==> src/rtl/core/gtp_pkg.sv <==
`timescale 1ns / 1ps
package gtp_pkg;

  localparam int POS_W         = 16;
  localparam int DIFF_W        = POS_W + 1;
  localparam int HD_W          = 15;
  localparam int XY_W          = 28;
  localparam int Z_W           = 24;
  localparam int SQ_W          = 2 * DIFF_W;
  localparam int ROOT_W        = DIFF_W;
  localparam int REM_W         = ROOT_W + 3;
  localparam int CORDIC_STAGES = 16;
  localparam int NCELL         = ROOT_W;
  localparam int STG_W         = 5;
  localparam int TURN_W        = 18;
  localparam int SPEED_W       = 17;
  localparam int AGAIN_W       = 12;
  localparam int LGAIN_W       = 10;
  localparam int GATE_W        = 14;
  localparam int TOL_W         = 16;

  localparam logic signed [Z_W-1:0] HALF_PI_Q20 = 24'sd1647099;

  typedef enum logic [2:0] {
    REG_GOAL_X    = 3'd0,
    REG_GOAL_Y    = 3'd1,
    REG_ANG_GAIN  = 3'd2,
    REG_LIN_GAIN  = 3'd3,
    REG_HEAD_GATE = 3'd4,
    REG_REACH_TOL = 3'd5
  } reg_idx_t;

  typedef struct packed {
    logic signed [POS_W-1:0] goal_x;
    logic signed [POS_W-1:0] goal_y;
    logic [AGAIN_W-1:0]      angular_gain;
    logic [LGAIN_W-1:0]      linear_gain;
    logic [GATE_W-1:0]       heading_gate;
    logic [2*TOL_W-1:0]      tol_sq;
  } cfg_t;

  // One word in flight along the cell row.
  typedef struct packed {
    logic signed [XY_W-1:0] x;
    logic signed [XY_W-1:0] y;
    logic signed [Z_W-1:0]  z;
    logic [SQ_W-1:0]        rad;
    logic [REM_W-1:0]       rem;
    logic [ROOT_W-1:0]      root;
    logic signed [HD_W-1:0] hd;
    logic                   reached;
  } cell_t;

  // atan(2^-i) with 20 fraction bits, rounded.
  function automatic logic signed [Z_W-1:0] atan_q20(input logic [STG_W-1:0] i);
    logic signed [Z_W-1:0] r;
    case (i)
      5'd0:  r = 24'sd823550;
      5'd1:  r = 24'sd486170;
      5'd2:  r = 24'sd256879;
      5'd3:  r = 24'sd130396;
      5'd4:  r = 24'sd65451;
      5'd5:  r = 24'sd32757;
      5'd6:  r = 24'sd16383;
      5'd7:  r = 24'sd8192;
      5'd8:  r = 24'sd4096;
      5'd9:  r = 24'sd2048;
      5'd10: r = 24'sd1024;
      5'd11: r = 24'sd512;
      5'd12: r = 24'sd256;
      5'd13: r = 24'sd128;
      5'd14: r = 24'sd64;
      5'd15: r = 24'sd32;
      5'd16: r = 24'sd16;
      5'd17: r = 24'sd8;
      5'd18: r = 24'sd4;
      5'd19: r = 24'sd2;
      5'd20: r = 24'sd1;
      default: r = '0;
    endcase
    return r;
  endfunction

endpackage

==> src/rtl/core/gtp_back.sv <==
`timescale 1ns / 1ps
module gtp_back
  import gtp_pkg::*;
(
  input  logic                     clk,
  input  logic                     rst,
  input  logic                     in_valid,
  output logic                     in_ready,
  input  cell_t                    in,
  input  cfg_t                     cfg,
  output logic                     out_valid,
  input  logic                     out_ready,
  output logic signed [TURN_W-1:0] turn_rate,
  output logic [SPEED_W-1:0]       forward_speed,
  output logic                     goal_reached
);

  localparam int PA_W = AGAIN_W + 1 + DIFF_W;
  localparam int PL_W = LGAIN_W + ROOT_W;
  localparam int TF_W = PA_W - 8;
  localparam int SP_W = PL_W - 8;

  logic                     v1, v2;
  logic                     r1, r2;
  logic signed [DIFF_W-1:0] diff1;
  logic [ROOT_W-1:0]        dist1;
  logic                     reach1, reach2;
  logic signed [PA_W-1:0]   prod_a;
  logic [PL_W-1:0]          prod_l;

  logic [Z_W-1:0]           zr;
  logic signed [15:0]       br;
  logic signed [PA_W-1:0]   tsum;
  logic signed [TF_W-1:0]   tf;
  logic [TF_W-1:0]          tabs;
  logic [PL_W-1:0]          lsum;
  logic [SP_W-1:0]          spd;
  logic                     gate_open;
  logic signed [TURN_W-1:0] tsat;
  logic [SPEED_W-1:0]       ssat;

  assign r2       = !out_valid || out_ready;
  assign r1       = !v2 || r2;
  assign in_ready = !v1 || r1;

  // Round the bearing to 12 fraction bits and take off the heading
  always_comb begin
    zr = in.z + Z_W'(128);
    br = zr[Z_W-1:8];
  end

  always_ff @(posedge clk) begin
    if (rst) begin
      v1 <= 1'b0;
    end else if (in_ready) begin
      v1 <= in_valid;
    end
  end

  always_ff @(posedge clk) begin
    if (in_ready && in_valid) begin
      diff1  <= {br[15], br} - {{(DIFF_W-HD_W){in.hd[HD_W-1]}}, in.hd};
      dist1  <= in.root;
      reach1 <= in.reached;
    end
  end

  // Gains
  always_ff @(posedge clk) begin
    if (rst) begin
      v2 <= 1'b0;
    end else if (r1) begin
      v2 <= v1;
    end
  end

  always_ff @(posedge clk) begin
    if (r1 && v1) begin
      prod_a <= PA_W'($signed({1'b0, cfg.angular_gain})) * PA_W'(diff1);
      prod_l <= PL_W'(cfg.linear_gain) * PL_W'(dist1);
      reach2 <= reach1;
    end
  end

  // Round, gate and saturate
  always_comb begin
    tsum      = prod_a + PA_W'(128);
    tf        = tsum[PA_W-1:8];
    tabs      = tf[TF_W-1] ? TF_W'(-tf) : TF_W'(tf);
    gate_open = tabs < TF_W'(cfg.heading_gate);
    lsum      = prod_l + PL_W'(128);
    spd       = lsum[PL_W-1:8];
    if (tf > TF_W'(131071)) begin
      tsat = 18'sd131071;
    end else if (tf < -TF_W'(131072)) begin
      tsat = -18'sd131072;
    end else begin
      tsat = tf[TURN_W-1:0];
    end
    if (spd > SP_W'(131071)) begin
      ssat = 17'd131071;
    end else begin
      ssat = spd[SPEED_W-1:0];
    end
  end

  always_ff @(posedge clk) begin
    if (rst) begin
      out_valid <= 1'b0;
    end else if (r2) begin
      out_valid <= v2;
    end
  end

  always_ff @(posedge clk) begin
    if (r2 && v2) begin
      goal_reached  <= reach2;
      turn_rate     <= reach2 ? '0 : tsat;
      forward_speed <= (reach2 || !gate_open) ? '0 : ssat;
    end
  end

endmodule

==> config.mk <==
export PLATFORM = sky130hd
export DESIGN_NAME = gtp_back
export DESIGN_NICKNAME = d
export VERILOG_FILES = /design/src/rtl/core/gtp_pkg.sv /design/src/rtl/core/gtp_back.sv
export SDC_FILE = /design/constraint.sdc
export NUM_CORES = 1
export LEC_CHECK = 0
export BUFFER_PORTS_ARGS = -buffer_cell sky130_fd_sc_hd__buf_2
export CAP_MARGIN = 25
export CORE_MARGIN = 3
export CORE_UTILIZATION = 40
export DETAILED_ROUTE_END_ITERATION = 10
export PLACE_DENSITY = 0.71
export SLEW_MARGIN = 20
export SYNTH_ARGS = -nofsm -noshare
export SYNTH_HDL_FRONTEND = slang
export SYNTH_SLANG_ARGS = --single-unit
==> constraint.sdc <==
create_clock -name clk -period 6.05 [get_ports clk]
set_clock_uncertainty 0.05 [all_clocks]
set_input_delay 0.3025 -clock clk [delete_from_list [all_inputs] [get_ports clk]]
set_output_delay 0.3025 -clock clk [all_outputs]
set_load 0.1 [all_outputs]
# Yosys cells after proc, flatten, opt, wreduce, memory -nomap -nowiden
# Index checks and enable logic that the tools add are counted.
[totals] inputBits=271 out_inout_bits=38 ff_bits=132 wordCells=40
[op_classes] muxes=4 order_cmp=4 add_sub_neg=5 n_mul=2 n_reduce_logical=12
[ops] operator="$mux W17" count=2
[ops] operator="$add A30 B9 Y30 const B" count=1
[ops] operator="$mul A13 B17 Y30" count=1
[ops] operator="$add A27 B8 Y27 const B" count=1
[ops] operator="$mul A10 B17 Y27" count=1
[ops] operator="$add A24 B9 Y24 const B" count=1
[ops] operator="$gt A22 B18 Y1 const B" count=1
[ops] operator="$lt A22 B14 Y1" count=1
[ops] operator="$lt A22 B18 Y1 const B" count=1
[ops] operator="$mux W22" count=1
[ops] operator="$neg A22 Y22" count=1
[ops] operator="$gt A19 B17 Y1 const B" count=1
[ops] operator="$mux W18" count=1
[ops] operator="$sub A16 B15 Y17" count=1
[ops] operator="$logic_not A1 Y1" count=4
[ops] operator="$logic_or A1 B1 Y1" count=4
[ops] operator="$logic_and A1 B1 Y1" count=3
[ops] operator="$reduce_or A2 Y1" count=1

# Logic depth before layout (Yosys ltp)
# Gate-level depths: netlist of run 1.
[logic_depth] word_depth=6 depth_mapped=23

# Worst setup path before layout of run 1
# No wires, ideal clock.
[synth_timing] path_type="input port to flip-flop" start="input port cfg[49] (netlist bit)" end="register prod_l[24] (data pin)" path_buffers=2 t_arrival_ps=5642 setup_time_ps=265 required_time_ps=5735 path_stages=21 setup_slack_ps=93 path_cell_list="clkbuf_1 clkbuf_1 nand2_1 fa_1 inv_1 fa_1 inv_1 fa_1 inv_1 fa_1 inv_1 fa_1 inv_1 ha_1 or3_1 o31ai_1 o21ai_1 o311ai_0 a21boi_0 o21ai_0 a21oi_1"
[synth_via] elab_chain_cells=1
[synth_lines] item="from (decl)" line_no="gtp_back.sv:10" text="input cfg_t cfg,"
[synth_lines] item="$mul A10 B17 Y27" line_no="gtp_back.sv:80" text="prod_l <= PL_W'(cfg.linear_gain) * PL_W'(dist1);"
[synth_lines] item="to (signal assigned)" line_no="gtp_back.sv:80"
[synth_lines] item="to (decl)" line_no="gtp_back.sv:29" text="logic [PL_W-1:0] prod_l;"
# Every way passes these cells.
# A chain may end at the register's enable or synchronous reset.

# Worst setup path after layout of run 1
[layout_timing] start="register dist1[10]" end="register prod_l[26] (data pin)"
[layout_via] elab_chain_cells=1
[layout_lines] item="from (decl)" line_no="gtp_back.sv:26" text="logic [ROOT_W-1:0] dist1;"
[layout_lines] item="from (signal assigned)" line_no="gtp_back.sv:63" text="dist1 <= in.root;"
[layout_lines] item="$mul A10 B17 Y27" line_no="gtp_back.sv:80"
# Every way passes these cells.

==> flow_metrics.py, run 1 <==
metrics = {
    "detailed_routing": {
        "vias": 14000,
        "drc": 0,
        "firstDrtPassIters": 5,
        "wl_per_cell_um": 14.8,
        "wirelength_um": 41800,
        "drt_first_iter_violations": 650,
        "avgViaCountPerCell": 4.96,
        "post_drt_antenna_nets": 0,
    },
    "sta": {
        "grt_setup_unrepaired": "no",
        "max_freq_ghz": 0.174,
        "finalMaxSlewViolations": 0,
        "setup_violating_endpoint_count_in_the_final_report": 0,
        "hold_viol_final": 0,
        "slew_headroom": 0.420,
        "finalSetupTns_ns": 0,
        "fin_crit_sh": 0.948,
        "fin_crit_ns": 5.73,
        "least_margin_pin_slew_ns": 0.864,
    },
    "die": {
        "total_number_of_placement_rows": 79,
        "dieWidth_um": 225,
        "chipHeight_um": 225,
        "die_ar_um2": 50800,
        "initial_utilization": 0.409,
        "boundaryPins": 309,
        "placeableCoreArea_um2": 47100,
    },
    "setup_path": {
        "timing.critical_path.mode_cell": "sky130_fd_sc_hd__fa_1",
        "rr_worst_depth": 18,
        "worst_setup_path_start_kind": "flip-flop",
        "worstSetupPathType": "flip-flop to flip-flop",
        "arrival_time_of_the_worst_setup_path_ns": 5.88,
        "critPathRequiredTime_ns": 6.20,
        "critPathMaxFanout": 10,
        "slowest_delay_ns": 0.60,
        "reg2reg_slack_ns": 0.32,
        "worstSetupEndpointType": "flip-flop",
        "worst_r2r_startpoint": "dist1[10]",
        "ordered_list_of_cells_on_the_worst_path": "nand2_1 > fa_1 > inv_1 > fa_1 > fa_1 > fa_1 > inv_1 > fa_1 > inv_1 > ha_1 > nor2b_1 > o21ai_0 > nand2b_1 > or4_1 > o221ai_2 > o21ai_0 > a21oi_1 > xnor2_1",
        "rr_endpoint": "prod_l[26]",
        "cp_slowest_cell": "sky130_fd_sc_hd__edfxtp_1",
    },
    "logic_synthesis": {
        "synthesis.yosys.warnings": 0,
        "synth.cell_area_um2": 19200,
        "synth_area_per_cell_um2": 9.32,
        "synth-async-reset-ratio": 0,
        "synth_nets": 2801,
        "post_synth_main_area_contributors": "sky130_fd_sc_hd__fa_1 (32%), sky130_fd_sc_hd__edfxtp_1 (18%), sky130_fd_sc_hd__ha_1 (10%)",
        "synthesis.instances": 2066,
        "sequential_fraction_of_the_synthesis_area": 0.183,
        "yosysTopAreaCell": "sky130_fd_sc_hd__fa_1",
        "synth_largest_type_area_fraction": 0.317,
        "synth_ff_type": "sky130_fd_sc_hd__edfxtp_1",
        "post_synth_edffs": 115,
        "number_of_distinct_library_cells_after_synthesis": 71,
        "ff_latch_count_synth": 118,
    },
    "grt": {
        "grt_util_all_layers": 0.174,
        "overflow_after_grt": 0,
        "number_of_antenna_violations_at_the_first_check_in_global_routing": 0,
        "grt_pass1_wl_um": 72400,
        "via_count_of_the_first_global_routing_pass": 15000,
        "grt_max_degree": 45,
    },
    "place": {
        "hpwl_um": 34400,
        "place_congestion": 0.862,
        "place.port_buffers": 127,
    },
    "min_path": {
        "worstHoldStart": "in_valid",
        "hold_class": "input pin to flip-flop",
        "whs_path_depth": 3,
        "holdPathEnd": "v1",
    },
    "cts": {
        "tritoncts": "done",
        "clock_sinks": 118,
        "clk_root_buffer_cell": "sky130_fd_sc_hd__clkbuf_16",
        "cts.reportedPaths.clkPinSlew_ns": 0.06,
        "cts_buffers": 17,
        "htree_num_levels": 4,
        "cts_max_path_buffers": 2,
        "clk-insertion-delay-late_ns": 0.46,
    },
    "cells_and_area": {
        "syn2layout_area_growth_pct": 11.8,
        "antennaDiodeCount": 0,
        "share_of_post_route_cells_with_drive_strength_above_1": 0.110,
        "finalNetCount": 2933,
        "n_fill_cell": 4346,
    },
    "status": {
        "outcome": "complete, no violations",
    },
    "run": {
        "drv.max_cap_violation_count": 0,
    },
}
[registers in the layout, summed over array words and instances (netlist names)]
register / cells
turn_rate: 18
reach1: 1
forward_speed: 17
v2: 1
v1: 1
goal_reached: 1
reach2: 1
prod_a: 23
dist1: 17
diff1: 17
out_valid: 1
prod_l: 20
[critical path: cells and delay by family, from the launching register on]
family	cells	cell delay, ns
adder cells (fa/ha/maj)	6	2.97
AND/OR/NAND/NOR	4	0.88
AO/OA/AOI/OAI	4	0.75
flip-flops	1	0.60
buffers and inverters	3	0.14
XOR/XNOR	1	0.09
[how the worst max path moves through the flow]
| stage | slack [ns] | to | from |
|---|---|---|---|
| 2_1_floorplan | 0.09 | prod_l[24] | cfg[49] |
| 3_3_place_gp | 0.23 | prod_l[24] | cfg[52] |
| 3_5_place_dp | 0.1 | prod_l[24] | dist1[7] |
| 4_1_cts | 0.06 | prod_l[24] | dist1[7] |
| 5_1_grt | 0.004 | prod_l[26] | dist1[6] |
| 6_report | 0.32 | prod_l[26] | dist1[10] |
[placed cells by master (no fill, tap or decap), types with 55 or more instances in the layout]
cell	count
sky130_fd_sc_hd__fa_1	305
sky130_fd_sc_hd__a21oi_1	55
sky130_fd_sc_hd__edfxtp_1	115
sky130_fd_sc_hd__buf_2	128
sky130_fd_sc_hd__inv_1	428
sky130_fd_sc_hd__ha_1	159
sky130_fd_sc_hd__nand2_1	222
sky130_fd_sc_hd__xnor2_1	79
sky130_fd_sc_hd__and2_1	191
sky130_fd_sc_hd__nor2_1	75
[through the flow]
step                instance area [µm²]  setup slack, ns  cells  utilization  hold slack (ns)
detailed placement                20600           0.0969   2752        0.438            0.372
finish                            21500            0.317   2818        0.457           0.0942
CTS                               21400           0.0626   2803        0.454           0.0627
global route                      21500          0.00398   2818        0.457            0.105
global placement                  20600            0.226   2752        0.438            0.360
floorplan                         19200           0.0933   2066            -            0.322
[layout make-up]
cell class / instances / area, µm² / share of cell area
multi-input cells: 1437 / 13900 / 0.645
flip-flops and latches: 118 / 3510 / 0.163
inverters: 428 / 1610 / 0.0746
repair buffers: 196 / 1220 / 0.0566
well taps: 607 / 759 / 0.0353
clock buffers: 17 / 425 / 0.0198
clock inverters: 15 / 121 / 0.00564
[logic make-up after synthesis]
group                    Yosys count  synth area share
buffers and inverters            511             0.101
multiplexers                       4           0.00221
XOR/XNOR                         111            0.0505
AND/OR/NAND/NOR                  665             0.177
flip-flops                       118             0.183
AO/OA/AOI/OAI                    193            0.0664
adder cells (fa/ha/maj)          464             0.421
[repair_timing]
action,in CTS,in global routing
gates resized for setup,0,10
hold buffers,19,0
setup buffers,0,14
endpoints found under the hold margin,21,0
setup endpoints to repair,0,13
[cells in the mapped netlist (all sizes together), types with 10 or more instances]
cell type and n:
a21oi 65, and2 191, and3 19, buf 10, clkbuf 73, edfxtp 115
fa 305, ha 159, inv 428, nand2 223, nand3 36, nand4 15
nor2 75, nor2b 16, nor3 32, o21a 10, o21ai 39, or3 12
xnor2 79, xor2 32
[routing by layer]
metal / vias up / GRT usage / part of all wire
met5: - / 0 / 0
met4: 0 / 0.0359 / 0.0099
met3: 35 / 0.0386 / 0.057
met2: 366 / 0.277 / 0.46
met1: 6831 / 0.246 / 0.48
li1: 6734 / - / -
Power of run 1 is left out: the tool's default activity adds up to more than one toggle a clock period on the data nets, which glitch-free logic cannot reach.
==> inputs of run 2 (changes only) <==
--- a/config.mk
+++ b/config.mk
@@ -10,7 +10,7 @@
 export CORE_MARGIN = 3
 export CORE_UTILIZATION = 40
 export DETAILED_ROUTE_END_ITERATION = 10
-export PLACE_DENSITY = 0.71
+export HOLD_SLACK_MARGIN = 0.12
 export SLEW_MARGIN = 20
 export SYNTH_ARGS = -nofsm -noshare
 export SYNTH_HDL_FRONTEND = slang
==> run 2 against run 1 <==
Effect of this change: core utilization is 0.26 points higher; via count fell by 2.1%; non-clock buffer count up 20; flip-flop and latch count stayed put; critical endpoint is now prod_a[19]; register-to-register slack about the same; cell count grew 0.71%; first-iteration DRC count rose by 36%; critical path type unchanged; final area grew 0.58%; global-route usage shrank 0.19 points; maximum frequency fell by 0.11%; critical path depth rose by 3.
==> flow_metrics.py, run 2 (synthesis gave the netlist of run 1 again) <==
metrics = {
    "status": {
        "outcome": "complete, no violations",
    },
    "grt": {
        "overflow_after_grt": 0,
        "via_count_of_the_first_global_routing_pass": 14400,
        "grt_util_all_layers": 0.172,
        "number_of_antenna_violations_at_the_first_check_in_global_routing": 0,
        "grt_max_degree": 45,
        "grt_pass1_wl_um": 71100,
    },
    "cells_and_area": {
        "mostFrequentLayoutCell": "sky130_fd_sc_hd__inv_1",
        "largest_register_ffs": 23,
        "most-common-layout-cells": "sky130_fd_sc_hd__inv_1 (428), sky130_fd_sc_hd__fa_1 (305), sky130_fd_sc_hd__nand2_1 (222)",
        "reg_top3": "prod_a x23, prod_l x20, turn_rate x18",
        "largest_reg_by_ff_count": "prod_a",
        "syn2layout_area_growth_pct": 12.4,
        "multi_input_area_um2": 13900,
        "finalNetCount": 2953,
        "n_fill_cell": 4472,
        "antennaDiodeCount": 0,
        "final-seq-area_um2": 3510,
        "share_of_post_route_cells_with_drive_strength_above_1": 0.116,
    },
    "min_path": {
        "hold_class": "input pin to flip-flop",
        "whs_path_depth": 3,
    },
    "setup_path": {
        "worst_setup_path_start_kind": "flip-flop",
        "ordered_list_of_cells_on_the_worst_path": "and2_1 > fa_1 > inv_1 > fa_1 > inv_1 > fa_1 > fa_1 > inv_1 > fa_1 > inv_1 > ha_1 > o21ai_0 > o32ai_1 > a21o_1 > buf_4 > a21boi_0 > o21ai_1 > and2_1 > o21a_1 > nor2_1 > xnor2_1",
        "critPathRequiredTime_ns": 6.21,
        "rr_worst_depth": 21,
        "path_depth": 21,
        "path_delay_family": "adder cells",
        "timing.critical_path.mode_cell": "sky130_fd_sc_hd__fa_1",
        "critical_path.n_buffers_inverters": 5,
        "worstSetupEndpointType": "flip-flop",
        "critPathMaxFanout": 5,
        "cp_slowest_cell": "sky130_fd_sc_hd__fa_1",
        "arrival_time_of_the_worst_setup_path_ns": 5.90,
        "worstSetupPathType": "flip-flop to flip-flop",
        "slowest_delay_ns": 0.53,
    },
    "detailed_routing": {
        "length_of_routed_met2_wiring_um": 17700,
        "wl_met3_um": 1620,
        "drt_first_iter_violations": 887,
        "wl_per_cell_um": 14.5,
        "avgViaCountPerCell": 4.82,
        "firstDrtPassIters": 5,
        "wirelength_um": 41300,
        "drc": 0,
        "wl_met1_um": 21300,
        "routed.top_layer": "met4",
        "vias": 13700,
        "post_drt_antenna_nets": 0,
    },
    "die": {
        "total_number_of_placement_rows": 79,
        "boundaryPins": 309,
        "initial_utilization": 0.409,
        "die_ar_um2": 50800,
        "placeableCoreArea_um2": 47100,
        "dieWidth_um": 225,
        "chipHeight_um": 225,
    },
    "run": {
        "drv.max_cap_violation_count": 0,
    },
    "cts": {
        "cts_max_path_buffers": 2,
        "cts.reportedPaths.clkPinSlew_ns": 0.07,
        "cts_buffers": 17,
        "clk-insertion-delay-late_ns": 0.46,
        "clock_sinks": 118,
        "tritoncts": "done",
        "htree_num_levels": 4,
        "clk_root_buffer_cell": "sky130_fd_sc_hd__clkbuf_16",
    },
    "sta": {
        "least_margin_pin_slew_ns": 0.833,
        "fin_crit_sh": 0.949,
        "setup_violating_endpoint_count_in_the_final_report": 0,
        "finalMaxSlewViolations": 0,
        "hold_viol_final": 0,
        "layout_setup_ws_ns": 0.311,
        "slew_headroom": 0.441,
        "max_freq_ghz": 0.174,
        "finalSetupTns_ns": 0,
        "fin_crit_ns": 5.74,
    },
    "place": {
        "place_congestion": 0.820,
        "detailedPlace.worstSlack_ns": 0.121,
        "place.port_buffers": 127,
        "hpwl_um": 34300,
    },
}
run 2: changes by cell type in the layout (fill, tap and decap cells not counted), sizes merged:
cell         previous run  this run
clkinv                  3         7
clkbuf                 17        18
inv                   435       430
buf                   177       196
dlygate4sd3            19        20
run 2: layout make-up:
type	count	area share
inverters	428	0.0742
flip-flops and latches	118	0.162
clock inverters	14	0.00399
well taps	607	0.0351
multi-input cells	1437	0.641
clock buffers	18	0.0198
repair buffers	216	0.0640
run 2: path summary, 6_finish.rpt:
check,start,to,slack (ns)
worst max-delay path,diff1[7],prod_a[19],0.31
worst min-delay path,in[1],diff1[0],0.21
worst max register to register,diff1[7],prod_a[19],0.31
worst min register to register,reach1,reach2,0.40
run 2: worst reg2reg max path, cell delays in order, from the launching register on:
cell and delay, ns:
sky130_fd_sc_hd__edfxtp_1 0.47, sky130_fd_sc_hd__and2_1 0.22, sky130_fd_sc_hd__fa_1 0.53, sky130_fd_sc_hd__inv_1 0.05, sky130_fd_sc_hd__fa_1 0.52, sky130_fd_sc_hd__inv_1 0.07, sky130_fd_sc_hd__fa_1 0.48, sky130_fd_sc_hd__fa_1 0.49
sky130_fd_sc_hd__inv_1 0.05, sky130_fd_sc_hd__fa_1 0.52, sky130_fd_sc_hd__inv_1 0.04, sky130_fd_sc_hd__ha_1 0.33, sky130_fd_sc_hd__o21ai_0 0.26, sky130_fd_sc_hd__o32ai_1 0.14, sky130_fd_sc_hd__a21o_1 0.21, sky130_fd_sc_hd__buf_4 0.15
sky130_fd_sc_hd__a21boi_0 0.23, sky130_fd_sc_hd__o21ai_1 0.10, sky130_fd_sc_hd__and2_1 0.19, sky130_fd_sc_hd__o21a_1 0.19, sky130_fd_sc_hd__nor2_1 0.12, sky130_fd_sc_hd__xnor2_1 0.08
run 2: repair_timing:
| action | CTS | global route |
|---|---|---|
| hold buffers | 20 | 0 |
| buffers inserted | 0 | 22 |
| setup endpoints to repair | 0 | 14 |
| resized for setup | 0 | 9 |
| endpoints found under the hold margin | 21 | 0 |
run 2: stage by stage:
stage | area, µm² | utilization | std cells | hold slack (ns)
global placement | 20700 | 0.440 | 2763 | 0.389
detailed placement | 20700 | 0.440 | 2763 | 0.374
finish | 21600 | 0.460 | 2838 | 0.207
floorplan | 19200 | - | 2066 | 0.322
CTS | 21400 | 0.455 | 2815 | 0.187
global route | 21600 | 0.460 | 2838 | 0.230
run 2: routing by layer:
metal	vias up	track usage
li1	6765	-
met1	6595	0.260
met2	273	0.261
met3	37	0.0240
met4	0	0.0437
met5	-	0
Power of run 2 is left out for the same reason.
